$ cat config.mk
export PLATFORM = sky130hd
export DESIGN_NAME = disk_request_scheduler
export DESIGN_NICKNAME = d
export VERILOG_FILES = /design/src/design/drs_pkg.sv /design/src/design/disk_request_scheduler.sv /design/src/design/drs_ctrl.sv /design/src/design/drs_datapath.sv
export SDC_FILE = /design/constraint.sdc
export NUM_CORES = 2
export LEC_CHECK = 0
export BUFFER_PORTS_ARGS = -buffer_cell sky130_fd_sc_hd__buf_2
export CAP_MARGIN = 0
export CORE_MARGIN = 1
export CORE_UTILIZATION = 55
export DETAILED_ROUTE_END_ITERATION = 10
export PLACE_DENSITY = 0.82
export REMOVE_ABC_BUFFERS = 1
export SYNTH_ARGS = -nofsm -noshare
export SYNTH_HDL_FRONTEND = slang
export SYNTH_SLANG_ARGS = --single-unit
$ cat constraint.sdc
create_clock -name clk -period 8.8 [get_ports clk]
set_clock_uncertainty 0.15 [all_clocks]
set_input_delay 0 -clock clk [delete_from_list [all_inputs] [get_ports clk]]
set_output_delay 0 -clock clk [all_outputs]
set_load 0.05 [all_outputs]
$ cat src/design/drs_pkg.sv
// Package for the disk request scheduler: policy codes, widths, defaults.
// No dependencies.
package drs_pkg;
    localparam int DefQueueDepth = 16;
    localparam int IdW   = 16;
    localparam int ArrW  = 32;
    localparam int CylW  = 16;
    localparam int AdrW  = 32;
    localparam int ProW  = 16;

    localparam logic [1:0] POL_FCFS = 2'd0;
    localparam logic [1:0] POL_SSTF = 2'd1;
    localparam logic [1:0] POL_LOOK = 2'd2;

    localparam logic OP_ARRIVE = 1'b0;
    localparam logic OP_DONE   = 1'b1;

    // controller -> datapath
    typedef struct packed {
        logic capture;   // latch input beat
        logic arrive;    // apply arrival
        logic scan_init; // clear scan state
        logic scan_step; // compare one slot
        logic take;      // load chosen slot into active
        logic idle_out;  // clear active (empty queue)
        logic shift;     // move one slot down
        logic finish;    // pulse result strobe
    } drs_cmd_t;

    // datapath -> controller
    typedef struct packed {
        logic is_done;
        logic queue_empty;
        logic scan_last;
        logic shift_last;
    } drs_stat_t;
endpackage

$ cat src/design/disk_request_scheduler.sv
// Top level of the disk request scheduler.
// Depends on drs_pkg, drs_ctrl and drs_datapath.
//
// One event at a time: pulse start while busy is low. An arrival, or a
// completion with an empty queue, passes through the decode and done
// states before its registered done strobe. A completion with queued
// requests first sweeps the single-read-port queue memory to pick a
// request, then reads the winner and moves later slots down. Results
// appear on the serving_* ports and the flags for one cycle with done
// high; the receiver cannot stall, so it must take them then.
// busy is already low in the done cycle, so the next start can be taken at
// the edge that ends it. The output ports keep the last state between
// strobes. Policy is written through cfg_valid/cfg_ready; cfg_ready is high
// only while idle; codes outside the list behave as FCFS.
module disk_request_scheduler
    import drs_pkg::*;
#(
    parameter int QUEUE_DEPTH = DefQueueDepth
)
(
    input  logic            clk,
    input  logic            rst_n,
    input  logic            start,
    output logic            busy,
    input  logic            cfg_valid,
    output logic            cfg_ready,
    input  logic [1:0]      cfg_data,
    input  logic            operation,
    input  logic [IdW-1:0]  req_id,
    input  logic [ArrW-1:0] req_arrival,
    input  logic [CylW-1:0] req_cylinder,
    input  logic [AdrW-1:0] req_address,
    input  logic [ProW-1:0] req_process,
    input  logic [CylW-1:0] head_cylinder,
    input  logic            scan_up,
    output logic            done,
    output logic [IdW-1:0]  serving_id,
    output logic [ArrW-1:0] serving_arrival,
    output logic [CylW-1:0] serving_cylinder,
    output logic [AdrW-1:0] serving_address,
    output logic [ProW-1:0] serving_process,
    output logic            disk_busy,
    output logic [$clog2(QUEUE_DEPTH+1)-1:0] pending_count,
    output logic            dropped
);
    drs_cmd_t   cmd;
    drs_stat_t  stat;
    logic [1:0] policy_reg;

    // policy must not move under a running scan
    assign cfg_ready = !busy;

    always_ff @(posedge clk or negedge rst_n)
    begin
        if (!rst_n)
            policy_reg <= POL_FCFS;
        else if (cfg_valid && cfg_ready)
            policy_reg <= cfg_data;
    end

    drs_ctrl u_ctrl (
        .clk   (clk),
        .rst_n (rst_n),
        .start (start),
        .busy  (busy),
        .stat  (stat),
        .cmd   (cmd)
    );

    drs_datapath #(.QUEUE_DEPTH(QUEUE_DEPTH)) u_dp (
        .clk              (clk),
        .rst_n            (rst_n),
        .cmd              (cmd),
        .stat             (stat),
        .policy           (policy_reg),
        .operation        (operation),
        .req_id           (req_id),
        .req_arrival      (req_arrival),
        .req_cylinder     (req_cylinder),
        .req_address      (req_address),
        .req_process      (req_process),
        .head_cylinder    (head_cylinder),
        .scan_up          (scan_up),
        .serving_id       (serving_id),
        .serving_arrival  (serving_arrival),
        .serving_cylinder (serving_cylinder),
        .serving_address  (serving_address),
        .serving_process  (serving_process),
        .disk_busy        (disk_busy),
        .pending_count    (pending_count),
        .dropped          (dropped),
        .done             (done)
    );
endmodule

$ cat src/design/drs_ctrl.sv
// Controller state machine for the disk request scheduler.
// Depends on drs_pkg.
module drs_ctrl
    import drs_pkg::*;
(
    input  logic      clk,
    input  logic      rst_n,
    input  logic      start,
    output logic      busy,
    input  drs_stat_t stat,
    output drs_cmd_t  cmd
);
    typedef enum logic [5:0] {
        S_IDLE  = 6'b000001,
        S_DEC   = 6'b000010,
        S_SCAN  = 6'b000100,
        S_TAKE  = 6'b001000,
        S_SHIFT = 6'b010000,
        S_DONE  = 6'b100000
    } state_t;

    state_t state_reg, state_next;

    always_ff @(posedge clk or negedge rst_n)
    begin
        if (!rst_n)
            state_reg <= S_IDLE;
        else
            state_reg <= state_next;
    end

    always_comb
    begin
        cmd = '0;
        state_next = state_reg;
        case (state_reg)
            S_IDLE:
            begin
                if (start)
                begin
                    cmd.capture = 1'b1;
                    state_next = S_DEC;
                end
            end
            S_DEC:
            begin
                if (!stat.is_done)
                begin
                    cmd.arrive = 1'b1;
                    state_next = S_DONE;
                end
                else if (stat.queue_empty)
                begin
                    cmd.idle_out = 1'b1;
                    state_next = S_DONE;
                end
                else
                begin
                    cmd.scan_init = 1'b1;
                    state_next = S_SCAN;
                end
            end
            S_SCAN:
            begin
                cmd.scan_step = 1'b1;
                if (stat.scan_last)
                    state_next = S_TAKE;
            end
            S_TAKE:
            begin
                cmd.take = 1'b1;
                state_next = S_SHIFT;
            end
            S_SHIFT:
            begin
                if (stat.shift_last)
                    state_next = S_DONE;
                else
                    cmd.shift = 1'b1;
            end
            S_DONE:
            begin
                cmd.finish = 1'b1;
                state_next = S_IDLE;
            end
            default: state_next = S_IDLE;
        endcase
    end

    assign busy = (state_reg != S_IDLE);
endmodule

$ cat src/design/drs_datapath.sv
// Datapath for the disk request scheduler: queue memory, scan, active request.
// Depends on drs_pkg.
module drs_datapath
    import drs_pkg::*;
#(
    parameter int QUEUE_DEPTH = DefQueueDepth
)
(
    input  logic            clk,
    input  logic            rst_n,
    input  drs_cmd_t        cmd,
    output drs_stat_t       stat,
    input  logic [1:0]      policy,
    input  logic            operation,
    input  logic [IdW-1:0]  req_id,
    input  logic [ArrW-1:0] req_arrival,
    input  logic [CylW-1:0] req_cylinder,
    input  logic [AdrW-1:0] req_address,
    input  logic [ProW-1:0] req_process,
    input  logic [CylW-1:0] head_cylinder,
    input  logic            scan_up,
    output logic [IdW-1:0]  serving_id,
    output logic [ArrW-1:0] serving_arrival,
    output logic [CylW-1:0] serving_cylinder,
    output logic [AdrW-1:0] serving_address,
    output logic [ProW-1:0] serving_process,
    output logic            disk_busy,
    output logic [$clog2(QUEUE_DEPTH+1)-1:0] pending_count,
    output logic            dropped,
    output logic            done
);
    localparam int IW = $clog2(QUEUE_DEPTH);
    localparam int CW = $clog2(QUEUE_DEPTH+1);
    localparam int EW = IdW + ArrW + CylW + AdrW + ProW;

    // LOOK ranking, lower wins
    localparam logic [1:0] CLS_HEAD  = 2'd0;
    localparam logic [1:0] CLS_AHEAD = 2'd1;
    localparam logic [1:0] CLS_OTHER = 2'd2;

    typedef struct packed {
        logic [IdW-1:0]  id;
        logic [ArrW-1:0] arr;
        logic [CylW-1:0] cyl;
        logic [AdrW-1:0] adr;
        logic [ProW-1:0] pro;
    } entry_t;

    logic [EW-1:0] mem [QUEUE_DEPTH];

    entry_t         in_reg, act_reg, rd_reg;
    logic           op_reg, up_reg, drop_reg, done_reg;
    logic [CylW-1:0] head_reg;
    logic [CW-1:0]  count_reg;
    logic [CW-1:0]  idx_reg;      // scan read pointer / shift pointer
    logic           rdv_reg;      // rd_reg holds slot rdi_reg
    logic [IW-1:0]  rdi_reg;
    logic [IW-1:0]  best_reg;
    logic [IW-1:0]  wa_reg;       // shift write target
    logic [ArrW-1:0] barr_reg;
    logic [CylW-1:0] bd_reg;
    logic [1:0]     bcls_reg;
    logic           found_reg;
    logic           shift_wr_reg;
    logic           take_d_reg;   // chosen entry sits in rd_reg

    logic [IW-1:0]  raddr;
    logic [CW-1:0]  idx_p1;
    logic [CylW-1:0] gap;
    logic [1:0]     cls;
    logic           better;
    entry_t         cand;

    // read address: take reads the winner, shift reads idx+1, scan reads idx
    assign idx_p1 = idx_reg + CW'(1);
    always_comb
    begin
        if (cmd.take)
            raddr = best_reg;
        else if (cmd.shift)
            raddr = idx_p1[IW-1:0];
        else
            raddr = idx_reg[IW-1:0];
    end

    always_ff @(posedge clk)
    begin
        rd_reg <= mem[raddr];
        if (cmd.arrive && act_reg.id != '0 && count_reg < CW'(QUEUE_DEPTH))
            mem[count_reg[IW-1:0]] <= in_reg;
        else if (shift_wr_reg)
            mem[wa_reg] <= rd_reg;
    end

    // candidate evaluation
    assign cand = rd_reg;
    assign gap  = (cand.cyl > head_reg) ? cand.cyl - head_reg : head_reg - cand.cyl;
    always_comb
    begin
        if (cand.cyl == head_reg)
            cls = CLS_HEAD;
        else if (up_reg ? (cand.cyl > head_reg) : (cand.cyl < head_reg))
            cls = CLS_AHEAD;
        else
            cls = CLS_OTHER;
        case (policy)
            POL_SSTF: better = (gap < bd_reg) ||
                               (gap == bd_reg && cand.arr < barr_reg);
            POL_LOOK:
            begin
                if (cls != bcls_reg)
                    better = cls < bcls_reg;
                else if (cls == CLS_HEAD)
                    better = cand.arr < barr_reg;
                else
                    better = gap < bd_reg;
            end
            default:  better = cand.arr < barr_reg;
        endcase
    end

    always_ff @(posedge clk or negedge rst_n)
    begin
        if (!rst_n)
        begin
            act_reg      <= '0;
            count_reg    <= '0;
            drop_reg     <= 1'b0;
            done_reg     <= 1'b0;
            rdv_reg      <= 1'b0;
            found_reg    <= 1'b0;
            shift_wr_reg <= 1'b0;
            take_d_reg   <= 1'b0;
            idx_reg      <= '0;
            rdi_reg      <= '0;
            best_reg     <= '0;
            wa_reg       <= '0;
            barr_reg     <= '0;
            bd_reg       <= '0;
            bcls_reg     <= CLS_HEAD;
        end
        else
        begin
            done_reg     <= cmd.finish;
            shift_wr_reg <= cmd.shift;
            take_d_reg   <= cmd.take;
            if (cmd.capture)
                drop_reg <= 1'b0;
            if (cmd.arrive)
            begin
                if (act_reg.id == '0)
                    act_reg <= in_reg;
                else if (count_reg < CW'(QUEUE_DEPTH))
                    count_reg <= count_reg + CW'(1);
                else
                    drop_reg <= 1'b1;
            end
            if (cmd.idle_out)
                act_reg <= '0;
            if (cmd.scan_init)
            begin
                idx_reg   <= '0;
                rdv_reg   <= 1'b0;
                found_reg <= 1'b0;
            end
            if (cmd.scan_step)
            begin
                // issue reads while idx < count; evaluate previous read
                if (idx_reg < count_reg)
                    idx_reg <= idx_p1;
                rdv_reg <= (idx_reg < count_reg);
                rdi_reg <= idx_reg[IW-1:0];
                if (rdv_reg && (!found_reg || better))
                begin
                    found_reg <= 1'b1;
                    best_reg  <= rdi_reg;
                    barr_reg  <= cand.arr;
                    bd_reg    <= gap;
                    bcls_reg  <= cls;
                end
            end
            if (cmd.take)
            begin
                idx_reg   <= CW'(best_reg);
                rdv_reg   <= 1'b0;
                count_reg <= count_reg - CW'(1);
            end
            // one slot per cycle: read idx+1 now, write it to idx next cycle
            if (cmd.shift)
            begin
                wa_reg  <= idx_reg[IW-1:0];
                idx_reg <= idx_p1;
            end
            if (take_d_reg)
                act_reg <= rd_reg;
        end
    end

    always_ff @(posedge clk)
    begin
        if (cmd.capture)
        begin
            in_reg   <= '{req_id, req_arrival, req_cylinder, req_address, req_process};
            op_reg   <= operation;
            head_reg <= head_cylinder;
            up_reg   <= scan_up;
        end
    end

    // scan ends once the last read has been evaluated
    assign stat.is_done     = (op_reg == OP_DONE);
    assign stat.queue_empty = (count_reg == '0);
    assign stat.scan_last   = rdv_reg && !(idx_reg < count_reg);
    // count already dropped at take: slots idx+1 .. count move down by one
    assign stat.shift_last  = !(idx_reg < count_reg);

    assign serving_id       = act_reg.id;
    assign serving_arrival  = act_reg.arr;
    assign serving_cylinder = act_reg.cyl;
    assign serving_address  = act_reg.adr;
    assign serving_process  = act_reg.pro;
    assign disk_busy        = (act_reg.id != '0);
    assign pending_count    = count_reg;
    assign dropped          = drop_reg;
    assign done             = done_reg;
endmodule

==> results.yml <==
place:
  dpl.cell_count: 9197
  dp_slack_ps: 2186
  io_buffer_count: 257
  hpwl_um: 121100
  gp_routability_congestion: 0.8415
cells_and_area:
  synthToLayoutAreaGrowth_pct: 14.79
  nets: 7752
  largest_reg_flops: 1792
  drive_gt1_share_pct: 11.20
  stdcell_count: 9877
  nFillCells: 11080
  seq_area_um2: 64920
  multiInputGateArea_um2: 22120
clock_tree:
  cts_buffers: 211
  clkTransAtPathRegs_ps: 60
  cts_tree: "built"
  ctsRootBufferMaster: "clkbuf_16"
  htreeDepth: 4
  clock_sinks: 2232
  clk_latency_ps: 890
  cts_resized: 0
  clock_path_buffers: 3
detailed_routing:
  drt_iter0_drc: 8953
  vias_per_cell: 6.202
  drc_errors: 0
  drt-pass1-iter-count: 10
  ant_nets: 0
  postRouteWirelength_um: 244100
  wl_per_cell_um: 24.71
  dr_total_vias: 61260
pwr:
  p_leak_uw: 0.03752
  vdd_drop_max_mv: 0.3790
  p_per_area_nw_per_um2: 296.0
global_route:
  use_met1_pct: 39.19
  grt_pass1_wl_um: 362800
  grt_pass1_vias: 60240
  antenna_found_initial: 18
  grt_overflow: 0
  grt_use_total_pct: 29.48
  grt_max_degree: 228
  use_met2_pct: 46.97
  grtUsageMet3_pct: 6.813
  busiest_layer: "met2"
yosys:
  synth_top_cell_by_area: "edfxtp_1"
  synth-edff-count: 1922
  ys_top_cells_by_area: "edfxtp_1, nand2_1, nand3_1"
  dominantRegCellSynth: "edfxtp_1"
  syn-instance-count: 7136
  syn_area_um2: 89230
  ys_seq_elements: 2232
  synth-async-reset-ratio_pct: 8.871
  ys_seq_area_share_pct: 72.75
  synth.avg_cell_area_um2: 12.50
  ys_types: 78
  yosys_warnings: 0
  synth_top_area_share_pct: 64.68
floorplan:
  start_util_pct: 55.51
  ios: 258
  die_area_um2: 163800
  die_h_um: 404.8
  rows: 147
  die_x_um: 404.8
  core-area_um2: 160800
critical_path:
  cp_max_fo: 55
  reg2reg_from: "u_dp.head_reg[9]"
  crit_type: "reg2reg"
  start_kind: "flop"
  crit_arrival_ps: 7220
  critPathCaptureType: "flop"
  reg2reg_depth: 20
  cp.required_ps: 9380
  r2r_slack_ps: 2160
  worstReg2RegEnd: "u_dp.barr_reg[13]"
timing:
  slew_violations: 0
  timing.final.ws_setup_ps: 2161
  hold_violations: 0
  rsz0062_at_grt: "no"
  min_period_over_period_pct: 75.44
  setup_violations: 0
  max_freq_mhz: 150.6
  maxSlewHeadroom_pct: 12.61
  tightest_slew_ps: 1311
  fin_crit_ps: 6639
hold_path:
  hold_end: "u_dp.in_reg[23]"
  min_from: "req_address[7]"
  holdPathStages: 3
  hp-class: "in2reg"
status:
  status: "finished clean"
flow_run:
  drv_cap: 0
[stage by stage]
stage | total power (µW) | hold slack [ps] | utilization, % | setup TNS, ps | area [µm²]
2_1_floorplan | 19390 | -445.6 | - | -3699680 | 87200
3_3_place_gp | 20610 | -36.82 | 57.51 | 0 | 92450
3_5_place_dp | 20820 | -41.29 | 57.51 | 0 | 92450
4_1_cts | 30220 | 161.0 | 63.71 | 0 | 102400
5_1_grt | 31450 | 191.7 | 63.71 | 0 | 102400
6_report | 30320 | 194.3 | 63.72 | 0 | 102400
[repair_timing]
action | CTS | global route
hold buffers | 272 | 0
endpoints found under the hold margin | 317 | 0
buffers inserted | 0 | 0
[cells in the final DEF, fill, tap and decap left out, types with 50 or more instances in the layout]
| cell type | netlist | routed |
|---|---|---|
| nand2_1 | 1960 | 1960 |
| edfxtp_1 | 1922 | 1922 |
| nand3_1 | 1356 | 1356 |
| dlygate4sd3_1 | 0 | 271 |
| buf_2 | 234 | 256 |
| clkbuf_16 | 0 | 213 |
| dfrtp_1 | 197 | 196 |
| a21oi_1 | 156 | 154 |
| o21ai_0 | 140 | 139 |
| mux2_2 | 139 | 139 |
| nand4_1 | 126 | 126 |
| dfxtp_1 | 112 | 112 |
| inv_1 | 110 | 110 |
| and3_1 | 109 | 109 |
| ha_1 | 91 | 91 |
| buf_4 | 5 | 58 |
| clkbuf_1 | 161 | 50 |
[power breakdown]
| group | switching, µW | internal, µW | total [µW] |
|---|---|---|---|
| Sequential | 711 | 12700 | 13400 |
| Clock | 4090 | 5280 | 9370 |
| Combinational | 5380 | 2130 | 7500 |
[cell usage after synthesis (all sizes together) (32+ instances only)]
library cell	n
a21oi	159
o21ai	143
inv	111
mux2	155
a21o	32
dfrtp	197
edfxtp	1922
clkbuf	161
and3	110
dfxtp	112
nand4	127
buf	281
nor2	60
nand3	1357
ha	91
nand2	1961
[layer usage]
metal	up-vias	part of all wire, %
met5	-	0.064
li1	26390	-
met4	22	3.9
met1	29970	36
met3	665	12
met2	4215	47
[cell families (layout without fill, tap and decap cells)]
logic type               after synthesis  count (layout)  synth area share (%)
adder cells (fa/ha/maj)               94              94                 1.343
flip-flops                          2232            2232                 72.75
AO/OA/AOI/OAI                        403             403                 2.643
AND/OR/NAND/NOR                     3663            3663                 18.19
XOR/XNOR                              25              25                0.2538
buffers and inverters                553            1130                 2.734
other                                  0               4                     0
multiplexers                         166             166                 2.084
[area by class of cell]
class / count / area share (%)
sequential: 2232 / 63.38
multi-input combinational: 4351 / 21.60
clock buffer: 282 / 5.642
timing repair buffer: 615 / 4.913
tap: 2160 / 2.639
clock inverter: 122 / 1.411
inverter: 111 / 0.4068
antenna: 4 / 0.009773
[worst max-delay path: stages, from the launching register on]
cell and delay [ps]:
edfxtp_1 400, ha_1 480, and3_2 310, nand3_4 110, o31a_1 370, a21oi_4 640
mux2_4 380, a31o_1 220, a21oi_2 160, o21ai_2 80, xnor2_2 160, ha_1 300
a21o_1 190, a21o_1 160, a21oi_1 180, o211ai_1 140, nor2_1 140, a21oi_1 50
o221ai_1 270, nand4_4 890, mux2_1 700
[worst max path at each step]
stage                          startpoint                 to  slack [ps]  depth (start not counted)
finish                   u_dp.head_reg[9]  u_dp.barr_reg[13]        2160                         20
CTS                     u_dp.head_reg[11]  u_dp.barr_reg[13]        2170                         20
floorplan           u_dp.pending_count[1]       u_dp.cand[0]      -25360                         12
global route                u_dp.cand[58]  u_dp.barr_reg[16]        1780                         21
detailed placement          u_dp.cand[58]  u_dp.barr_reg[13]        2190                         21
global placement         u_dp.head_reg[9]   u_dp.best_reg[3]        2230                         20
(Power assumes the default switching activity.)
